File: src/design/flhp_pkg.sv
// ----------------------------------------------------------------------------
// flhp_pkg: shared types and constants
// Frame record layout, result kinds and header-parsing constants.
// ----------------------------------------------------------------------------
`default_nettype none

package flhp_pkg;

  localparam logic [7:0] MAX_FRAME          = 8'd255;
  localparam logic [2:0] MTYPE_JOIN_REQUEST = 3'b000;
  localparam logic [7:0] JOIN_MIN_LEN       = 8'd23;
  localparam logic [7:0] DATA_MIN_LEN       = 8'd12;
  localparam logic [7:0] MIC_LEN            = 8'd4;
  localparam logic [4:0] FHDR_MIN           = 5'd8;
  localparam int         QUEUE_DEPTH        = 2;

  typedef enum logic [1:0] {
    KIND_JOIN       = 2'd0,
    KIND_DATA       = 2'd1,
    KIND_SHORT_JOIN = 2'd2,
    KIND_SHORT_DATA = 2'd3
  } frame_kind_t;

  // One finished frame, as captured by the front end
  typedef struct packed {
    logic [2:0]  mtype;
    logic [7:0]  len;
    logic [3:0]  fopts_len;
    logic [63:0] addr_or_app_eui;
    logic [63:0] dev_eui;
    logic [15:0] counter;
    logic [15:0] nonce;
  } frame_rec_t;

endpackage

`default_nettype wire

File: src/design/flhp_in_if.sv
// ----------------------------------------------------------------------------
// flhp_in_if: received byte channel
// One frame byte per item, with an end-of-frame mark.
// ----------------------------------------------------------------------------
`default_nettype none

interface flhp_in_if;
  logic       valid;
  logic       ready;
  logic [7:0] rx_byte;
  logic       frame_end;

  modport source (output valid, output rx_byte, output frame_end, input ready);
  modport sink   (input valid, input rx_byte, input frame_end, output ready);
endinterface

`default_nettype wire

File: src/design/flhp_out_if.sv
// ----------------------------------------------------------------------------
// flhp_out_if: parsed header channel
// One item per frame with the decoded header fields.
// ----------------------------------------------------------------------------
`default_nettype none

interface flhp_out_if;
  logic        valid;
  logic        ready;
  logic [1:0]  frame_kind;
  logic [2:0]  message_type;
  logic [7:0]  frame_length;
  logic [31:0] device_address;
  logic [15:0] frame_counter;
  logic        port_present;
  logic [7:0]  payload_offset;
  logic [7:0]  payload_length;
  logic [63:0] app_eui;
  logic [63:0] dev_eui;
  logic [15:0] join_nonce;

  modport source (
    output valid, output frame_kind, output message_type, output frame_length,
    output device_address, output frame_counter, output port_present,
    output payload_offset, output payload_length, output app_eui,
    output dev_eui, output join_nonce, input ready
  );
  modport sink (
    input valid, input frame_kind, input message_type, input frame_length,
    input device_address, input frame_counter, input port_present,
    input payload_offset, input payload_length, input app_eui,
    input dev_eui, input join_nonce, output ready
  );
endinterface

`default_nettype wire

File: src/design/lorawan_frame_header_parser_core.sv
// ----------------------------------------------------------------------------
// lorawan_frame_header_parser_core: LoRaWAN MAC header parser
// Parses a received frame byte by byte and reports one header item per frame.
// ----------------------------------------------------------------------------
//
//   channel | dir | item                         | accepted when
//   --------+-----+------------------------------+--------------------------
//   rx      | in  | rx_byte, frame_end           | rx.valid && rx.ready
//   res     | out | decoded header, one a frame  | res.valid && res.ready
//
// One byte per cycle is taken while the record queue has room; the byte
// counter and header capture registers in the front end are the only per-byte
// loop. A frame's result passes through the record queue and then the output
// register of the back end. Reset (rst, synchronous) empties the queue and
// starts a new frame. rx.ready drops only while the record queue is full,
// which takes res stalled with a result waiting and QueueDepth frames queued.
// ----------------------------------------------------------------------------
`default_nettype none

module lorawan_frame_header_parser_core #(
  parameter int QueueDepth = flhp_pkg::QUEUE_DEPTH
) (
  input  wire        clk,
  input  wire        rst,
  flhp_in_if.sink    rx,
  flhp_out_if.source res
);
  import flhp_pkg::*;

  // front end -> queue
  logic       fr_valid, fr_ready;
  frame_rec_t fr_rec;
  // queue -> back end
  logic       bk_valid, bk_ready;
  frame_rec_t bk_rec;

  // Byte position tracking and header capture; a marked byte pushes a record
  flhp_front u_front (
    .clk       (clk),
    .rst       (rst),
    .rx        (rx),
    .rec_valid (fr_valid),
    .rec_ready (fr_ready),
    .rec       (fr_rec)
  );

  // Decouples byte intake from result delivery
  flhp_queue #(
    .Depth (QueueDepth)
  ) u_queue (
    .clk        (clk),
    .rst        (rst),
    .push_valid (fr_valid),
    .push_ready (fr_ready),
    .push_rec   (fr_rec),
    .pop_valid  (bk_valid),
    .pop_ready  (bk_ready),
    .pop_rec    (bk_rec)
  );

  // Frame classification, FOpts/payload arithmetic, output register
  flhp_back u_back (
    .clk       (clk),
    .rst       (rst),
    .rec_valid (bk_valid),
    .rec_ready (bk_ready),
    .rec       (bk_rec),
    .res       (res)
  );

endmodule

`default_nettype wire

File: src/design/flhp_front.sv
// ----------------------------------------------------------------------------
// flhp_front: byte capture
// Tracks byte position, captures header bytes and emits a frame record.
// ----------------------------------------------------------------------------
`default_nettype none

module flhp_front (
  input  wire                 clk,
  input  wire                 rst,
  flhp_in_if.sink             rx,
  output logic                rec_valid,
  input  wire                 rec_ready,
  output flhp_pkg::frame_rec_t rec
);
  import flhp_pkg::*;

  logic [7:0]  pos,     pos_next;
  logic [2:0]  mtype,   mtype_next;
  logic [3:0]  fopts,   fopts_next;
  logic [63:0] addr,    addr_next;
  logic [63:0] deveui,  deveui_next;
  logic [15:0] cnt,     cnt_next;
  logic [15:0] nonce,   nonce_next;
  logic        accept;

  assign rx.ready  = rec_ready;
  assign accept    = rx.valid && rec_ready;
  assign rec_valid = rx.valid && rx.frame_end;

  always_comb begin
    pos_next    = pos;
    mtype_next  = mtype;
    fopts_next  = fopts;
    addr_next   = addr;
    deveui_next = deveui;
    cnt_next    = cnt;
    nonce_next  = nonce;
    if (pos < MAX_FRAME) begin
      pos_next = pos + 8'd1;
      if (pos == 8'd0) mtype_next = rx.rx_byte[7:5];
      if (pos == 8'd5) fopts_next = rx.rx_byte[3:0];
      for (int i = 0; i < 8; i++) begin
        if (pos == 8'(i + 1)) addr_next[8*i +: 8] = rx.rx_byte;
        if (pos == 8'(i + 9)) deveui_next[8*i +: 8] = rx.rx_byte;
      end
      for (int i = 0; i < 2; i++) begin
        if (pos == 8'(i + 6))  cnt_next[8*i +: 8] = rx.rx_byte;
        if (pos == 8'(i + 17)) nonce_next[8*i +: 8] = rx.rx_byte;
      end
    end
  end

  always_comb begin
    rec.mtype           = mtype_next;
    rec.len             = pos_next;
    rec.fopts_len       = fopts_next;
    rec.addr_or_app_eui = addr_next;
    rec.dev_eui         = deveui_next;
    rec.counter         = cnt_next;
    rec.nonce           = nonce_next;
  end

  always_ff @(posedge clk) begin
    if (rst || (accept && rx.frame_end)) begin
      pos    <= '0;
      mtype  <= '0;
      fopts  <= '0;
      addr   <= '0;
      deveui <= '0;
      cnt    <= '0;
      nonce  <= '0;
    end else if (accept) begin
      pos    <= pos_next;
      mtype  <= mtype_next;
      fopts  <= fopts_next;
      addr   <= addr_next;
      deveui <= deveui_next;
      cnt    <= cnt_next;
      nonce  <= nonce_next;
    end
  end

endmodule

`default_nettype wire

File: src/design/flhp_queue.sv
// ----------------------------------------------------------------------------
// flhp_queue: frame record queue
// Small FIFO of finished frame records between front and back end.
// ----------------------------------------------------------------------------
`default_nettype none

module flhp_queue #(
  parameter int Depth = flhp_pkg::QUEUE_DEPTH
) (
  input  wire                  clk,
  input  wire                  rst,
  input  wire                  push_valid,
  output logic                 push_ready,
  input  flhp_pkg::frame_rec_t push_rec,
  output logic                 pop_valid,
  input  wire                  pop_ready,
  output flhp_pkg::frame_rec_t pop_rec
);
  import flhp_pkg::*;

  localparam int PtrW = (Depth > 1) ? $clog2(Depth) : 1;
  localparam int CntW = $clog2(Depth + 1);

  frame_rec_t      slots [Depth];
  logic [PtrW-1:0] wr_ptr, rd_ptr;
  logic [CntW-1:0] count;
  logic            push, pop;

  assign push_ready = (count != CntW'(Depth));
  assign pop_valid  = (count != '0);
  assign push       = push_valid && push_ready;
  assign pop        = pop_valid && pop_ready;
  assign pop_rec    = slots[rd_ptr];

  always_ff @(posedge clk) begin
    if (push) slots[wr_ptr] <= push_rec;
  end

  always_ff @(posedge clk) begin
    if (rst) begin
      wr_ptr <= '0;
      rd_ptr <= '0;
      count  <= '0;
    end else begin
      if (push) wr_ptr <= (wr_ptr == PtrW'(Depth - 1)) ? '0 : wr_ptr + PtrW'(1);
      if (pop)  rd_ptr <= (rd_ptr == PtrW'(Depth - 1)) ? '0 : rd_ptr + PtrW'(1);
      if (push && !pop)      count <= count + CntW'(1);
      else if (pop && !push) count <= count - CntW'(1);
    end
  end

endmodule

`default_nettype wire

File: src/design/flhp_back.sv
// ----------------------------------------------------------------------------
// flhp_back: header decode
// Classifies a frame record and registers the result item.
// ----------------------------------------------------------------------------
`default_nettype none

module flhp_back (
  input  wire                  clk,
  input  wire                  rst,
  input  wire                  rec_valid,
  output logic                 rec_ready,
  input  flhp_pkg::frame_rec_t rec,
  flhp_out_if.source           res
);
  import flhp_pkg::*;

  logic        valid;
  frame_kind_t kind, kind_next;
  logic [2:0]  mtype;
  logic [7:0]  len;
  logic [31:0] node_addr, node_addr_next;
  logic [15:0] fcnt, fcnt_next;
  logic        port, port_next;
  logic [7:0]  poff, poff_next;
  logic [7:0]  plen, plen_next;
  logic [63:0] appeui, appeui_next;
  logic [63:0] deveui, deveui_next;
  logic [15:0] nonce, nonce_next;
  logic [7:0]  fhdr_end, mic_start;
  logic        load;

  assign rec_ready = !valid || res.ready;
  assign load      = rec_valid && rec_ready;

  assign fhdr_end  = {3'b000, FHDR_MIN + {1'b0, rec.fopts_len}};
  assign mic_start = rec.len - MIC_LEN;

  always_comb begin
    kind_next      = KIND_SHORT_DATA;
    node_addr_next = '0;
    fcnt_next      = '0;
    port_next      = 1'b0;
    poff_next      = '0;
    plen_next      = '0;
    appeui_next    = '0;
    deveui_next    = '0;
    nonce_next     = '0;
    if (rec.mtype == MTYPE_JOIN_REQUEST) begin
      if (rec.len < JOIN_MIN_LEN) begin
        kind_next = KIND_SHORT_JOIN;
      end else begin
        kind_next   = KIND_JOIN;
        appeui_next = rec.addr_or_app_eui;
        deveui_next = rec.dev_eui;
        nonce_next  = rec.nonce;
      end
    end else if (rec.len >= DATA_MIN_LEN) begin
      kind_next      = KIND_DATA;
      node_addr_next = rec.addr_or_app_eui[31:0];
      fcnt_next      = rec.counter;
      if (fhdr_end < mic_start) begin
        port_next = 1'b1;
        poff_next = fhdr_end + 8'd1;
        plen_next = mic_start - (fhdr_end + 8'd1);
      end
    end
  end

  always_ff @(posedge clk) begin
    if (rst) begin
      valid <= 1'b0;
    end else if (rec_ready) begin
      valid <= rec_valid;
    end
  end

  always_ff @(posedge clk) begin
    if (load) begin
      kind      <= kind_next;
      mtype     <= rec.mtype;
      len       <= rec.len;
      node_addr <= node_addr_next;
      fcnt      <= fcnt_next;
      port      <= port_next;
      poff      <= poff_next;
      plen      <= plen_next;
      appeui    <= appeui_next;
      deveui    <= deveui_next;
      nonce     <= nonce_next;
    end
  end

  assign res.valid          = valid;
  assign res.frame_kind     = kind;
  assign res.message_type   = mtype;
  assign res.frame_length   = len;
  assign res.device_address = node_addr;
  assign res.frame_counter  = fcnt;
  assign res.port_present   = port;
  assign res.payload_offset = poff;
  assign res.payload_length = plen;
  assign res.app_eui        = appeui;
  assign res.dev_eui        = deveui;
  assign res.join_nonce     = nonce;

endmodule

`default_nettype wire

File: src/flat_wrapper.sv
// flat-port wrapper written by rule: the top's interface ports become plain ports
module lorawan_frame_header_parser_core_flat import flhp_pkg::*;
#(
  parameter int QueueDepth = flhp_pkg::QUEUE_DEPTH
)
  (clk, rst, rx_valid, rx_rx_byte, rx_frame_end, rx_ready, res_valid, res_frame_kind, res_message_type, res_frame_length, res_device_address, res_frame_counter, res_port_present, res_payload_offset, res_payload_length, res_app_eui, res_dev_eui, res_join_nonce, res_ready);
  flhp_in_if rx_i ();
  flhp_out_if res_i ();
  input  wire clk;
  input  wire rst;
  input wire logic [$bits(rx_i.valid)-1:0] rx_valid;
  input wire logic [$bits(rx_i.rx_byte)-1:0] rx_rx_byte;
  input wire logic [$bits(rx_i.frame_end)-1:0] rx_frame_end;
  output wire logic [$bits(rx_i.ready)-1:0] rx_ready;
  output wire logic [$bits(res_i.valid)-1:0] res_valid;
  output wire logic [$bits(res_i.frame_kind)-1:0] res_frame_kind;
  output wire logic [$bits(res_i.message_type)-1:0] res_message_type;
  output wire logic [$bits(res_i.frame_length)-1:0] res_frame_length;
  output wire logic [$bits(res_i.device_address)-1:0] res_device_address;
  output wire logic [$bits(res_i.frame_counter)-1:0] res_frame_counter;
  output wire logic [$bits(res_i.port_present)-1:0] res_port_present;
  output wire logic [$bits(res_i.payload_offset)-1:0] res_payload_offset;
  output wire logic [$bits(res_i.payload_length)-1:0] res_payload_length;
  output wire logic [$bits(res_i.app_eui)-1:0] res_app_eui;
  output wire logic [$bits(res_i.dev_eui)-1:0] res_dev_eui;
  output wire logic [$bits(res_i.join_nonce)-1:0] res_join_nonce;
  input wire logic [$bits(res_i.ready)-1:0] res_ready;
  assign rx_i.valid = rx_valid;
  assign rx_i.rx_byte = rx_rx_byte;
  assign rx_i.frame_end = rx_frame_end;
  assign rx_ready = rx_i.ready;
  assign res_valid = res_i.valid;
  assign res_frame_kind = res_i.frame_kind;
  assign res_message_type = res_i.message_type;
  assign res_frame_length = res_i.frame_length;
  assign res_device_address = res_i.device_address;
  assign res_frame_counter = res_i.frame_counter;
  assign res_port_present = res_i.port_present;
  assign res_payload_offset = res_i.payload_offset;
  assign res_payload_length = res_i.payload_length;
  assign res_app_eui = res_i.app_eui;
  assign res_dev_eui = res_i.dev_eui;
  assign res_join_nonce = res_i.join_nonce;
  assign res_i.ready = res_ready;
  lorawan_frame_header_parser_core #(.QueueDepth(QueueDepth)) u_core (.clk(clk), .rst(rst), .rx(rx_i), .res(res_i));
endmodule
File: config.mk
export PLATFORM = sky130hd
export DESIGN_NAME = lorawan_frame_header_parser_core_flat
export DESIGN_NICKNAME = d
export VERILOG_FILES = /design/src/design/flhp_pkg.sv /design/src/design/flhp_in_if.sv /design/src/design/flhp_out_if.sv /design/src/design/lorawan_frame_header_parser_core.sv /design/src/design/flhp_front.sv /design/src/design/flhp_queue.sv /design/src/design/flhp_back.sv /design/src/flat_wrapper.sv
export SDC_FILE = /design/constraint.sdc
export NUM_CORES = 1
export LEC_CHECK = 0
export ABC_AREA = 1
export BUFFER_PORTS_ARGS = -buffer_cell sky130_fd_sc_hd__buf_2
export CAP_MARGIN = 20
export CORE_ASPECT_RATIO = 1.1
export CORE_UTILIZATION = 45
export CTS_BUF_LIST = sky130_fd_sc_hd__clkbuf_4 sky130_fd_sc_hd__clkbuf_8 sky130_fd_sc_hd__clkbuf_16
export DETAILED_ROUTE_END_ITERATION = 10
export SETUP_SLACK_MARGIN = 0.05
export SKIP_CTS_REPAIR_TIMING = 1
export SLEW_MARGIN = 20
export SYNTH_ARGS = -nofsm -noshare
export SYNTH_HDL_FRONTEND = slang
export SYNTH_SLANG_ARGS = --single-unit
export TNS_END_PERCENT = 100
File: constraint.sdc
create_clock -name clk -period 23.6 [get_ports clk]
set_input_delay 7.08 -clock clk [delete_from_list [all_inputs] [get_ports clk]]
set_output_delay 7.08 -clock clk [all_outputs]
set_load 0.05 [all_outputs]
=== Word level (Yosys, flattened, before mapping) ===
Memory sizes are Yosys's and may differ from the RTL's. A register that Yosys moved wholly into a read port is not among the register bits.
Index checks and enable logic that the tools add are counted.

* Bits in writable memories: 350
* Bits of input ports: 13
* Register bits: 402
* Memories kept: 1

* Bitwise gates (word level): 3
* $lt $le $gt $ge: 4
* Add/subtract/negate cells: 9
* Eq/ne operators: 19
* Reduce and logical (&&, ||, !) cells: 19
* Multiplexer cells: 41

{| class="wikitable"
|+ Memory list
! memory !! words !! width !! read ports !! clocked after Yosys merged registers in !! write ports !! RTL line !! text
|-
| u_core.u_queue.slots || 2 || 175 || 1 || 1 || 1 || flhp_queue.sv:24 || <nowiki>frame_rec_t slots [Depth];</nowiki>
|}

{| class="wikitable"
|+ Operators by type and width
! kind !! count
|-
| $mux W8 || 21
|-
| $mux W64 || 2
|-
| $eq A8 B4 Y1 const B || 8
|-
| $eq A8 B3 Y1 const B || 4
|-
| $mux W16 || 2
|-
| $eq A8 B5 Y1 const B || 3
|-
| $eq A8 B2 Y1 const B || 2
|-
| $mux W2 || 5
|-
| $add A8 B1 Y8 const B || 1
|-
| $eq A8 B1 Y1 const B || 1
|-
| $ge A8 B4 Y1 const B || 1
|-
| $logic_not A8 Y1 || 1
|-
| $lt A5 B8 Y1 || 1
|-
| $lt A8 B5 Y1 const B || 1
|-
| $lt A8 B8 Y1 const B || 1
|-
| $mux W4 || 2
|-
| $sub A8 B3 Y8 const B || 1
|-
| $sub A8 B6 Y8 || 1
|-
| $logic_and A1 B1 Y1 || 7
|-
| $mux W1 || 7
|-
| $add A5 B1 Y6 const B || 1
|-
| $mux W3 || 2
|-
| $add A4 B4 Y5 const A || 1
|-
| $reduce_bool A2 Y1 || 2
|-
| 10 further kinds || 17
|}

=== Logic depth before layout (Yosys ltp) ===
Gate-level depths: netlist (run 1).

* Depth after elaboration: 6
* Gate-level depth with buffers: 20
* Depth with buffers taken out: 18

=== Cells and area by module ===
From an unflattened synthesis (run 1), not the netlist that was laid out.

* Cells, all modules: 3044
* Area total of the unflattened synthesis: 31940.6 um2

{| class="wikitable"
|+ Modules (own cells, without submodules)
! module !! cells each !! area an instance (um2) !! seq. area each (um2) !! instances
|-
| flhp_queue || 581 || 12913.6 || 10610.2 || 1
|-
| flhp_front || 1730 || 10141.0 || 3503.4 || 1
|-
| flhp_back || 733 || 8886.0 || 6596.3 || 1
|}

=== Least setup slack after synthesis (run 1) ===
No wires, ideal clock.

* Path kind: input -> register
* Start point: input port res_ready
* End point: register (tool-made name)
* Stages: 4
* Data required time: 23.428 ns
* Buffers on the path: 0
* Library setup time: 0.172 ns
* Arrival: 19.183 ns
* Slack: 4.244 ns
* Cells stage by stage: nor2_1 a21oi_1 o21ai_0 a21oi_1

{| class="wikitable"
|+ RTL lines
! what !! RTL line !! text
|-
| start: declaration || flat_wrapper.sv:27 || <nowiki>input wire logic [$bits(res_i.ready)-1:0] res_ready;</nowiki>
|}

=== Final worst setup path (run 1) ===
* Start point: input port rx_valid
* End point: memory u_core.u_queue.slots[1][53] in the netlist's numbering (enable)

* Cells in the longest elaborated chain, start to end: 4

{| class="wikitable"
|+ Ends and longest elaborated chain
! what !! RTL line !! text
|-
| start: declaration || flat_wrapper.sv:11 || <nowiki>input wire logic [$bits(rx_i.valid)-1:0] rx_valid;</nowiki>
|-
| $logic_and A1 B1 Y1 || flhp_front.sv:28 || <nowiki>assign rec_valid = rx.valid && rx.frame_end;</nowiki>
|-
| $logic_and A1 B1 Y1 || flhp_queue.sv:31 || <nowiki>assign push = push_valid && push_ready;</nowiki>
|-
| $mux W1 || flhp_queue.sv:36 || <nowiki>if (push) slots[wr_ptr] <= push_rec;</nowiki>
|-
| $mux W1 (implied by the code) || flhp_queue.sv:36 ||
|-
| end: declaration || flhp_queue.sv:24 ||
|}

No other way between the ends.

==> flow_summary.toml, run 1 <==
[critical_path]
crit_path_max_fanout = 173
cp.required_ns = 23.82
start_kind = "primary input"
max_stage_delay_ns = 1.00
arrival_ns = 11.05
r2r_start = "u_core.u_queue.count[0]"
crit_top_cell = "buf_4"
r2r_slack_ns = 18.83
slowest_stage = "inv_2"
r2r_cells = 8
worstReg2RegEnd = "u_core.u_queue.slots[1][53]"
critPathCaptureType = "flip-flop"
path_class = "primary input to flip-flop"
path_cells = "buf_2 -> nand2_8 -> inv_2 -> nand2_1 -> nor2_4 -> buf_4 -> buf_4"

[run]
drv_cap = 0

[synth]
syn_inst = 2549
synth_area_um2 = 29640
synth_top_family_by_area = "compound AO/OA/AOI/OAI gates"
yosys.area_share.adder = 0.008696
synth_cell_types = 39
synthMuxAreaShare = 0.04863
synth_compound_area_frac = 0.08701
synth_xor_area_frac = 0.002069
yosys.area_share.simple = 0.08587
ys_ff_latch = 750
ys_seq_area_frac = 0.6988
syn_area_per_cell_um2 = 11.63
yosys_warnings = 0

[power_and_ir_drop]
power_frac_seq = 0.401
p_sw_mw = 1.978
comb_power_share = 0.359
p_per_area_nw_per_um2 = 145.6
p_clk_frac = 0.240
swShare = 0.4015
p_total_mw = 4.926
power_leakage_nw = 13.77
vdd_drop_max_uv = 111.1
internal-power_mw = 2.948

[routing]
drt-initial-drc-count = 1352
firstDrtPassIters = 11
drc_errors = 31
postRouteAntennaNets = 0
wl_mm = 63.52
vias_per_cell = 5.047
vias = 18436
wl_per_cell_um = 17.39

[clock_tree]
clockRootBuffer = "clkbuf_16"
cts_buffers = 77
clkSinkCount = 750
ctsHtreeMaxLevel = 3
cts_tree = "built"
cts_max_path_buffers = 3
worstSkewPairLatency_ns = 0.60
clkSlewWorstSetupHoldPaths_ns = 0.06

[place]
dp_hpwl_mm = 38.00
routabilityCongestion = 0.8210
port_buffers = 233
placedCellCount = 3514

[global_routing]
gr-usage-all-layers = 0.1899
overflow = 0
antenna_found_initial = 0
grt_max_degree = 174
first_global_vias = 17662
grt_first_pass_wirelength_mm = 98.55

[floorplan]
fp.coreArea_um2 = 65110
start_util = 0.4552
ioPinCount = 237
row_count = 98
die_area_um2 = 66900
die_w_um = 246.7
die_y_um = 271.2

[layout]
final_nets = 2776
syn2layout_area_growth_pct = 14.11
drive_above_1_share = 0.1534
layout_common_cells = "edfxtp_1 (569), inv_1 (341), nor2_1 (303)"
stdcell_count = 3653
layout_commonest_cell = "edfxtp_1"
diodes = 0
postLayoutCoreUtil = 0.5194

[hold_path]
hold_class = "flip-flop to flip-flop"
min_path_cells = 1
hp-start = "u_core.u_queue.rd_ptr"

[sta]
hold_viol_final = 0
max-slew-margin-rel = 0.2683
rsz0062_at_grt = "no"
fin_skew_ns = 0.01735
period_share = 0.4590
clock.fmax_ghz = 0.09231
setup_viol = 0
period_needed_ns = 10.83
drv_slew = 0
hold_slack_ns = 0.4469
worstMarginPinSlew_ns = 1.092
final.setup.tns_ns = 0

[outcome]
status = "finished, violations left"
violations = "DRC"
==> worst max-delay path by stage <==
| stage | from | to |
|---|---|---|
| 6_report | rx_valid | u_core.u_queue.slots[1][53] |
| 5_1_grt | rx_valid | u_core.u_queue.slots[1][54] |
| 4_1_cts | rx_valid | u_core.u_queue.slots[1][56] |
| 3_5_place_dp | rx_valid | u_core.u_queue.slots[1][60] |
| 3_3_place_gp | rx_valid | u_core.u_queue.slots[1][56] |
| 2_1_floorplan | res_ready | flip-flop |
==> metrics by stage <==
stage	setup slack [ns]	area, um^2
3_5_place_dp	12.08	31330
5_1_grt	12.42	33820
3_3_place_gp	12.13	31330
2_1_floorplan	4.244	29650
6_report	12.77	33820
4_1_cts	12.70	33810
==> registers in the layout, summed over array words and instances, names as in the netlist, 16 cells and up, named ones only <==
register and flops:
u_core.u_queue.slots 350, u_core.u_back.res.app_eui 64, u_core.u_back.res.dev_eui 64, u_core.u_front.addr 64, u_core.u_front.deveui 64, u_core.u_back.res.device_address 32, u_core.u_back.res.frame_counter 16, u_core.u_back.res.join_nonce 16
u_core.u_front.cnt 16, u_core.u_front.nonce 16
==> power groups by stage <==
| stage | logic [mW] | registers, mW | clock network, mW |
|---|---|---|---|
| floorplan | 0.701 | 2.76 | 0 |
| global placement | 1.75 | 2.00 | 0 |
| detailed placement | 1.78 | 2.01 | 0 |
| CTS | 1.79 | 1.98 | 1.21 |
| global route | 1.90 | 2.01 | 1.26 |
| finish | 1.77 | 1.98 | 1.18 |
==> logic make-up after synthesis <==
| logic type | count (synthesis) |
|---|---|
| AOI/OAI and AO/OA | 513 |
| xor gates and xnor gates | 7 |
| adders and majority gates | 20 |
| buffers and inverters | 486 |
| DFF | 750 |
| muxes | 144 |
| other | 1 |
| and+or+nand+nor | 628 |
==> critical path, delay by kind of cell <==
kind          cells  cell delay (ns)
buf+inv           4             2.80
simple gates      3             1.05
==> Yosys cell counts <==
| cell type | number | area [um^2] |
|---|---|---|
| xor2_1 | 3 | 26.28 |
| nor4_1 | 1 | 6.260 |
| nand3_1 | 14 | 70.07 |
| mux2i_1 | 144 | 1441 |
| buf_1 | 10 | 37.54 |
| nor2_1 | 306 | 1149 |
| nand4_1 | 3 | 18.77 |
| o21ai_0 | 269 | 1346 |
| nand2_2 | 6 | 37.54 |
| edfxtp_1 | 569 | 17090 |
| nor3_4 | 2 | 32.53 |
| buf_6 | 12 | 135.1 |
| o21a_1 | 1 | 7.510 |
| nor3_2 | 3 | 30.03 |
| xnor2_1 | 4 | 35.03 |
| a211oi_1 | 1 | 7.510 |
| nor2_2 | 20 | 125.1 |
| nor3_1 | 3 | 15.01 |
| nand4_4 | 1 | 21.27 |
| nand3_2 | 1 | 10.01 |
| ha_1 | 19 | 237.7 |
| inv_2 | 11 | 41.29 |
| nand2_1 | 263 | 987.2 |
| clkbuf_1 | 33 | 123.9 |
| buf_2 | 68 | 340.3 |
| buf_4 | 11 | 82.58 |
| a31oi_1 | 1 | 6.260 |
| or2_1 | 1 | 6.260 |
| a21boi_0 | 1 | 7.510 |
| a21oi_1 | 151 | 755.7 |
| conb_1 | 1 | 3.750 |
| o21bai_1 | 1 | 7.510 |
| inv_1 | 341 | 1280 |
| nand2_4 | 1 | 11.26 |
| o21ai_1 | 88 | 440.4 |
| or2_2 | 2 | 12.51 |
| nor4_2 | 1 | 12.51 |
| fa_1 | 1 | 20.02 |
| dfxtp_1 | 181 | 3623 |
==> cell type report <==
| type | count | area, um^2 |
|---|---|---|
| well taps | 850 | 1064 |
| clock buffers | 110 | 2253 |
| multi-input cells | 1315 | 6947 |
| flip-flops and latches | 750 | 20710 |
| fillers | 5549 | 31290 |
| repair buffers | 247 | 1295 |
| clock inverters | 29 | 222.7 |
| inverters | 352 | 1326 |
==> routing by layer <==
metal | wire length [um] | part of all wire | global-route usage | vias to the layer above
met2 | 30260 | 0.48 | 0.3076 | 470
met4 | 1559 | 0.025 | 0.06676 | 0
li1 | - | - | - | 8964
met5 | 0 | 0 | 0 | -
met3 | 3426 | 0.054 | 0.02857 | 100
met1 | 28270 | 0.45 | 0.2602 | 8902
Note: power is estimated with default switching activity, not from simulation.
==> run 2, diff against run 1 <==
PLACE_DENSITY = 0.65   (was unset)
clock period = 9.35 ns   (was 23.6 ns; I/O delays follow)
==> run 2 against run 1 <==
Net effect: setup slack worse by 9.3 ns; wire length is 0.67% higher; final cell count is 0.11% lower; hold slack better by 0.018 ns; sequential share of layout area is 0.090 points lower; largest power group unchanged; utilization is 0.077 points higher; first-iteration DRC count is 7.3% higher; sequential cell count stayed put; critical path depth is 4 higher; sequential power grew to 2.5 times the previous value; total power grew to 2.5 times the previous value; via count hardly changed; the flow still finishes with violations (DRC).
==> flow_summary.toml, run 2 (synthesis gave the netlist of run 1 again) <==
[critical_path]
r2r_slack_ns = 5.26
crit_path_max_fanout = 131
critPathCaptureType = "flip-flop"
crit_start = "rx_valid"
crit_end = "u_core.u_front.deveui[33]"
start_kind = "primary input"
path_class = "primary input to flip-flop"
r2r_start = "u_core.u_queue.count[0]"
worstReg2RegEnd = "u_core.u_front.deveui[33]"
cp.required_ns = 9.84
r2r_cells = 12
arrival_ns = 6.38

[run]
drv_cap = 0

[layout]
diodes = 0
final_nets = 2772
syn2layout_area_growth_pct = 14.28
drive_above_1_share = 0.1536
layout_commonest_cell = "edfxtp_1"
regMostFlops = "u_core.u_queue.slots"
layout_common_cells = "edfxtp_1 (569), inv_1 (341), nor2_1 (303)"
largest_reg_flops = 350

[routing]
vias = 18423
drt-initial-drc-count = 1451
wl_mm = 63.94
wl_per_cell_um = 17.52
postRouteAntennaNets = 0
drc_errors = 27
firstDrtPassIters = 8
vias_per_cell = 5.049

[floorplan]
ioPinCount = 237
row_count = 98
die_w_um = 246.7
start_util = 0.4552
die_y_um = 271.2
die_area_um2 = 66900
fp.coreArea_um2 = 65110

[clock_tree]
cts_tree = "built"
worstSkewPairLatency_ns = 0.61
clkSlewWorstSetupHoldPaths_ns = 0.06
ctsHtreeMaxLevel = 3
clockRootBuffer = "clkbuf_16"
cts_max_path_buffers = 3
cts_buffers = 74
clkSinkCount = 750

[sta]
max-slew-margin-rel = 0.2657
setup_viol = 0
hold_slack_ns = 0.4644
final.setup.tns_ns = 0
worstMarginPinSlew_ns = 1.095
fin_skew_ns = 0.02731
period_share = 0.6293
period_needed_ns = 5.884
clock.fmax_ghz = 0.1700
drv_slew = 0
hold_viol_final = 0
rsz0062_at_grt = "no"

[outcome]
violations = "DRC"
status = "finished, violations left"

[power_and_ir_drop]
p_total_mw = 12.52
power_leakage_nw = 13.77
vdd_drop_max_uv = 209.1
p_per_area_nw_per_um2 = 369.6

[hold_path]
hp-start = "u_core.u_queue.rd_ptr"
hold_class = "flip-flop to flip-flop"

[place]
dp_hpwl_mm = 38.36
routabilityCongestion = 0.8118
port_buffers = 233

[global_routing]
antenna_found_initial = 0
first_global_vias = 17571
grt_max_degree = 145
overflow = 0
gr-usage-all-layers = 0.1891
grt_first_pass_wirelength_mm = 97.87
run 2: final cells by class:
class / instances / area, um^2
clock inverters: 32 / 326.6
well taps: 850 / 1064
multi-input cells: 1315 / 6947
fillers: 5497 / 31240
flip-flops and latches: 750 / 20710
repair buffers: 246 / 1292
clock buffers: 104 / 2202
inverters: 352 / 1326
run 2: worst min path at each step:
stage / cells past startpoint / endpoint
finish: 1 / u_core.u_queue.rd_ptr
global route: 1 / u_core.u_queue.rd_ptr
CTS: 1 / u_core.u_queue.rd_ptr
detailed placement: 1 / u_core.u_queue.rd_ptr
global placement: 1 / flip-flop
floorplan: 1 / flip-flop
run 2: critical path, cell delays in order:
cell	delay, ns
buf_2	0.15
nand2_8	0.29
inv_2	0.85
nand2_1	0.36
inv_2	0.18
nor2_2	0.08
inv_6	0.70
buf_4	0.57
a21oi_1	0.08
o21ai_1	0.13
inv_1	0.06
run 2: metrics by stage:
step | utilization | worst slack [ns] | area [um^2] | cells
floorplan | - | 1.189 | 29660 | 2551
detailed placement | 0.4813 | 2.835 | 31340 | 3513
CTS | 0.5201 | 3.483 | 33870 | 3649
global placement | 0.4813 | 2.954 | 31340 | 3513
global route | 0.5202 | 3.144 | 33870 | 3649
finish | 0.5202 | 3.466 | 33870 | 3649
run 2: where the power goes:
part	leakage (nW)	switching, mW	internal, mW	total, mW
combinational	5.57	3.53	0.967	4.49
clock	1.26	1.23	1.82	3.05
sequential	6.94	0.265	4.71	4.98
total	13.8	5.02	7.50	12.5
run 2: per-layer routing:
layer  vias to the layer above  wire length, um  GRT usage
li1                       8944                -          -
met1                      8896            27800     0.2507
met2                       501            31460     0.3194
met3                        82             3524    0.03075
met4                         0             1151    0.05458
met5                         -                0          0
